### src/rtl/csfb_pkg.sv
`timescale 1ns / 1ps
// ----------------------------------------------------------------------------
// csfb_pkg: shared types and constants of the colour streak frame blender
// Holds the field widths, register indexes, reset values, the controller to
// datapath command and status structs and a small divide-by-three helper.
// ----------------------------------------------------------------------------
package csfb_pkg;

    localparam int CH_W       = 8;
    localparam int STORE_W    = 7;
    localparam int TDATA_W    = 24;
    localparam int CFG_ADDR_W = 2;
    localparam int CFG_DATA_W = 13;
    localparam int BLEND_W    = 2;
    localparam int DELAY_W    = 5;
    localparam int FPIX_W     = 13;

    localparam logic [CFG_ADDR_W-1:0] REG_BLEND_SHIFT  = 2'd0;
    localparam logic [CFG_ADDR_W-1:0] REG_DELAY_STEP   = 2'd1;
    localparam logic [CFG_ADDR_W-1:0] REG_FRAME_PIXELS = 2'd2;

    localparam logic [BLEND_W-1:0] BLEND_RESET = 2'd2;
    localparam logic [DELAY_W-1:0] DELAY_RESET = 5'd8;
    localparam logic [FPIX_W-1:0]  FPIX_RESET  = 13'd4096;

    typedef struct packed {
        logic start;     // input transaction accepted
        logic prime_wr;  // write one plane of the priming sweep
        logic norm_wr;   // write the current plane
        logic rd_issue;  // issue one delayed-plane read
        logic finish;    // load the result and advance frame state
    } cmd_t;

    typedef struct packed {
        logic priming;
        logic prime_last;
        logic read_last;
        logic out_free;
    } sts_t;

    // floor(x / 3) for x below 128.
    function automatic logic [6:0] div3(input logic [6:0] x);
        logic [13:0] prod;
        begin
            prod = {7'd0, x} * 14'd43;
            div3 = prod[13:7];
        end
    endfunction

endpackage

### src/rtl/csfb_ctrl.sv
`timescale 1ns / 1ps
// ----------------------------------------------------------------------------
// csfb_ctrl: sequencing state machine
// Steps one pixel through the priming sweep or the write and delayed reads,
// then hands the result to the output register.
// ----------------------------------------------------------------------------
module csfb_ctrl (
    input  logic            clk,
    input  logic            rst_n,
    input  logic            s_tvalid,
    output logic            s_tready,
    input  csfb_pkg::sts_t  sts,
    output csfb_pkg::cmd_t  cmd
);
    import csfb_pkg::*;

    typedef enum logic [2:0] {
        IDLE,
        PRIME,
        WRITE,
        READ,
        DRAIN,
        FINISH
    } state_t;

    state_t state_reg;
    logic   ready_reg;
    logic   start;

    assign start = s_tvalid && ready_reg;

    always_ff @(posedge clk or negedge rst_n)
    begin
        if (!rst_n)
        begin
            state_reg <= IDLE;
            ready_reg <= 1'b1;
        end
        else
        begin
            case (state_reg)
                IDLE:
                begin
                    if (start)
                    begin
                        state_reg <= sts.priming ? PRIME : WRITE;
                        ready_reg <= 1'b0;
                    end
                end
                PRIME:
                begin
                    if (sts.prime_last)
                    begin
                        state_reg <= FINISH;
                    end
                end
                WRITE:
                begin
                    state_reg <= READ;
                end
                READ:
                begin
                    if (sts.read_last)
                    begin
                        state_reg <= DRAIN;
                    end
                end
                DRAIN:
                begin
                    state_reg <= FINISH;
                end
                FINISH:
                begin
                    if (sts.out_free)
                    begin
                        state_reg <= IDLE;
                        ready_reg <= 1'b1;
                    end
                end
                default:
                begin
                    state_reg <= IDLE;
                    ready_reg <= 1'b1;
                end
            endcase
        end
    end

    always_comb
    begin
        cmd.start    = start;
        cmd.prime_wr = (state_reg == PRIME);
        cmd.norm_wr  = (state_reg == WRITE);
        cmd.rd_issue = (state_reg == READ);
        cmd.finish   = (state_reg == FINISH) && sts.out_free;
    end

    assign s_tready = ready_reg;

    a_ready_idle : assert property (@(posedge clk) disable iff (!rst_n)
        ready_reg == (state_reg == IDLE))
        else $error("ready out of step with controller state");

    a_drain_after_read : assert property (@(posedge clk) disable iff (!rst_n)
        state_reg == DRAIN |-> $past(state_reg == READ))
        else $error("drain entered without a read sweep");

    a_start_busy : assert property (@(posedge clk) disable iff (!rst_n)
        start |=> !ready_reg)
        else $error("ready stayed high after an accepted transaction");

endmodule

### config.mk
export PLATFORM = sky130hd
export DESIGN_NAME = csfb_ctrl
export DESIGN_NICKNAME = d
export VERILOG_FILES = /design/src/rtl/csfb_pkg.sv /design/src/rtl/csfb_ctrl.sv
export SDC_FILE = /design/constraint.sdc
export NUM_CORES = 1
export LEC_CHECK = 0
export BUFFER_PORTS_ARGS = -buffer_cell sky130_fd_sc_hd__buf_2
export CELL_PAD_IN_SITES_DETAIL_PLACEMENT = 1
export CELL_PAD_IN_SITES_GLOBAL_PLACEMENT = 1
export CORE_AREA = 2 2 39 41
export CTS_CLUSTER_DIAMETER = 60
export CTS_CLUSTER_SIZE = 24
export DETAILED_ROUTE_END_ITERATION = 8
export DIE_AREA = 0 0 41 43
export PLACE_DENSITY_LB_ADDON = 0.1
export SYNTH_ARGS = -nofsm -noshare
export SYNTH_HDL_FRONTEND = slang
export SYNTH_SLANG_ARGS = --single-unit
### constraint.sdc
create_clock -name clk -period 1.2 [get_ports clk]
set_input_delay 0.18 -clock clk [delete_from_list [all_inputs] [get_ports clk]]
set_output_delay 0.18 -clock clk [all_outputs]
set_load 0.005 [all_outputs]
==> flow_summary.yaml <==
worst_setup_path:
  slowest_stage: "dfrtp_2"
  critPathRequiredTime_ns: 1.02
  worstSetupPathDepth: 3
  crit_type: "flip-flop to primary output"
  reg2reg_from: "state_reg[0]"
  r2r-end: "state_reg[2]"
  worstPathArrival_ns: 1.05
  ff2ff_path_depth: 5
  end_kind: "primary output"
  r2r_setup_slack_ns: 0.08
  critical_path_peak_fanout: 5
  path_buf_inv: 1
  crit_family: "flip-flops"
  cp-start-kind: "flip-flop"
  crit_path_max_incr_delay_ns: 0.44
  crit_chain: "nand2_2, nor3b_2, buf_2"
  endpoint: "cmd[0]"
  crit_start: "state_reg[0]"
run_status:
  violations: "negative setup slack"
  status: "finished, violations left"
place:
  port_buffers: 12
  dp_hpwl_um: 575
  dp.cells: 56
  gp_congestion: 0.682
clock_tree:
  clk_path_buf_depth: 2
  root_buffer: "clkbuf_4"
  cts_tree: "yes"
  htreeDepth: 1
  cts_num_sinks: 4
  cts_buffers: 3
  cts.clk_slew.worst_paths_ns: 0.04
  clock_latency_ns: 0.24
routing:
  routed_via_density: 4.39
  drc: 0
  routed_wl_um: 866
  initialDrtViolationCount: 4
  drtPass1Iterations: 4
  vias: 307
  wl_per_cell_um: 12.4
  drtAntennaViolNets: 0
power:
  pwr_density_cell_nw_per_um2: 2250
  p_leak_nw: 0.229
  ir_drop_mv: 0.819
  p_total_mw: 1.05
layout:
  syn_to_final_growth_pct: 91.3
  drive_gt1_frac: 0.685
  ff_latch_area_um2: 105
  final_cells: 70
  multi_input_area_um2: 156
  largest_register_ffs: 3
  layout.nets: 62
  diodes: 0
  fillers: 175
sta:
  finClkSkew_ns: 0.00361
  worst_pin_slew_ns: 0.183
  period_needed_ns: 1.23
  setup_viol: 3
  rsz0062_at_grt: "yes"
  worst_slack_ns: -0.0255
  period_share: 1.02
  hold_violations: 0
  relSlewSlack: 0.877
  hold_ws_ns: 0.206
  fmax_mhz: 816
  maxSlewViolCount: 0
global_routing:
  grt_pass1_wl_um: 1270
  overflow: 0
  grt_max_degree: 8
  gr-usage-all-layers: 0.117
  antenna_found_initial: 0
  first_global_vias: 319
logic_synthesis:
  synth_area_um2: 244
  postSynthAreaPerCell_um2: 8.41
  synth_commonest_cells: "5 x nor2_1, 3 x dfrtp_1"
  synth_top_area_cell: "dfrtp_1"
  async_flop_share: 1.00
  synth_edf_count: 0
  ys.flop_type: "dfrtp_1"
  synth_seq_area_share: 0.415
  ys.warnings.count: 0
  synthCells: 29
  synth_seq_cells: 4
  synth_nets: 36
  synth_cell_types: 18
  post-synth-top-count-cell: "nor2_1"
  synthTopCellsByArea: "dfrtp_1 31%, dfstp_2 11%, nor2_1 7.7%"
  yosysTopAreaCellShare: 0.308
worst_hold_path:
  min_path_type: "primary input to flip-flop"
  hp-start: "sts[1]"
die:
  ios: 13
  start_util: 0.176
  die_area_um2: 1760
  fp.dieH_um: 43
  fp.dieW_um: 41
  fp.coreArea_um2: 1380
  num_rows: 14
flow_run:
  drv_cap: 0
cell usage in the layout, fill, tap and decap left out:
master         instances
nor2_1                 3
buf_2                 11
nand2b_4               1
a21oi_1                2
nor3b_2                1
clkbuf_4               3
dfrtp_2                3
and2_4                 1
buf_4                 10
o2bb2ai_1              1
inv_2                  1
clkbuf_1               1
a21boi_1               2
dlygate4sd3_1          1
inv_1                  1
nor2_4                 1
nand2_1                1
dfstp_2                1
nand3_1                1
o22a_1                 1
nor2_2                 1
a32o_1                 1
a2bb2oi_2              1
buf_6                  1
nand2_2                1
nor3_1                 2
worst reg2reg max path: stages (launching register included):
cell	delay, ns
dfrtp_2	0.44
nand2_2	0.09
buf_4	0.14
buf_4	0.13
a2bb2oi_2	0.13
o2bb2ai_1	0.08
stage by stage:
stage                      util  setup TNS (ns)  setup slack, ns  instance area, um2
after global routing      0.337          -0.240          -0.0771                 467
after floorplan               -               0            0.231                 244
after detailed placement  0.231               0            0.104                 319
after global placement    0.231               0            0.123                 319
after CTS                 0.319         -0.0785          -0.0321                 442
final                     0.337         -0.0327          -0.0255                 467
worst min-delay path by stage:
| stage | endpoint | slack [ns] | depth (start not counted) |
|---|---|---|---|
| 2_1_floorplan | state_reg[0] | -0.12 | 0 |
| 5_1_grt | state_reg[2] | 0.20 | 2 |
| 3_5_place_dp | state_reg[1] | -0.01 | 1 |
| 3_3_place_gp | state_reg[1] | -0.02 | 1 |
| 4_1_cts | state_reg[2] | 0.20 | 2 |
| 6_report | state_reg[2] | 0.21 | 2 |
logic make-up (layout without fill, tap and decap cells):
kind of cell / Yosys count / count (layout) / share of synthesized area
and+or+nand+nor: 13 / 13 / 0.251
AOI/OAI and AO/OA: 8 / 8 / 0.251
DFF: 4 / 4 / 0.415
buffers and inverters: 4 / 29 / 0.0821
metal layers:
metal,vias up,global-route usage,wire (um)
met5,-,0,0
met4,0,0.0800,0
met3,0,0.0471,40
met2,11,0.181,467
met1,146,0.121,357
li1,150,-,-
power by group:
group          internal (mW)  switching, mW
combinational          0.353          0.237
clock                  0.125         0.0575
sequential             0.206         0.0738
final cells by class:
cell class              count  area share
clock buffers               4      0.0563
inverters                   2      0.0161
multi-input cells          21       0.335
flip-flops and latches      4       0.225
well taps                  16      0.0429
repair buffers             23       0.324
what timing repair did:
action	4_1_cts	5_1_grt
resized for setup	8	5
setup buffers	8	1
endpoints found under the hold margin	4	0
setup endpoints to repair	5	6
pin swaps	1	1
hold buffers	1	0
No activity file was read; power rests on OpenSTA's default activity.
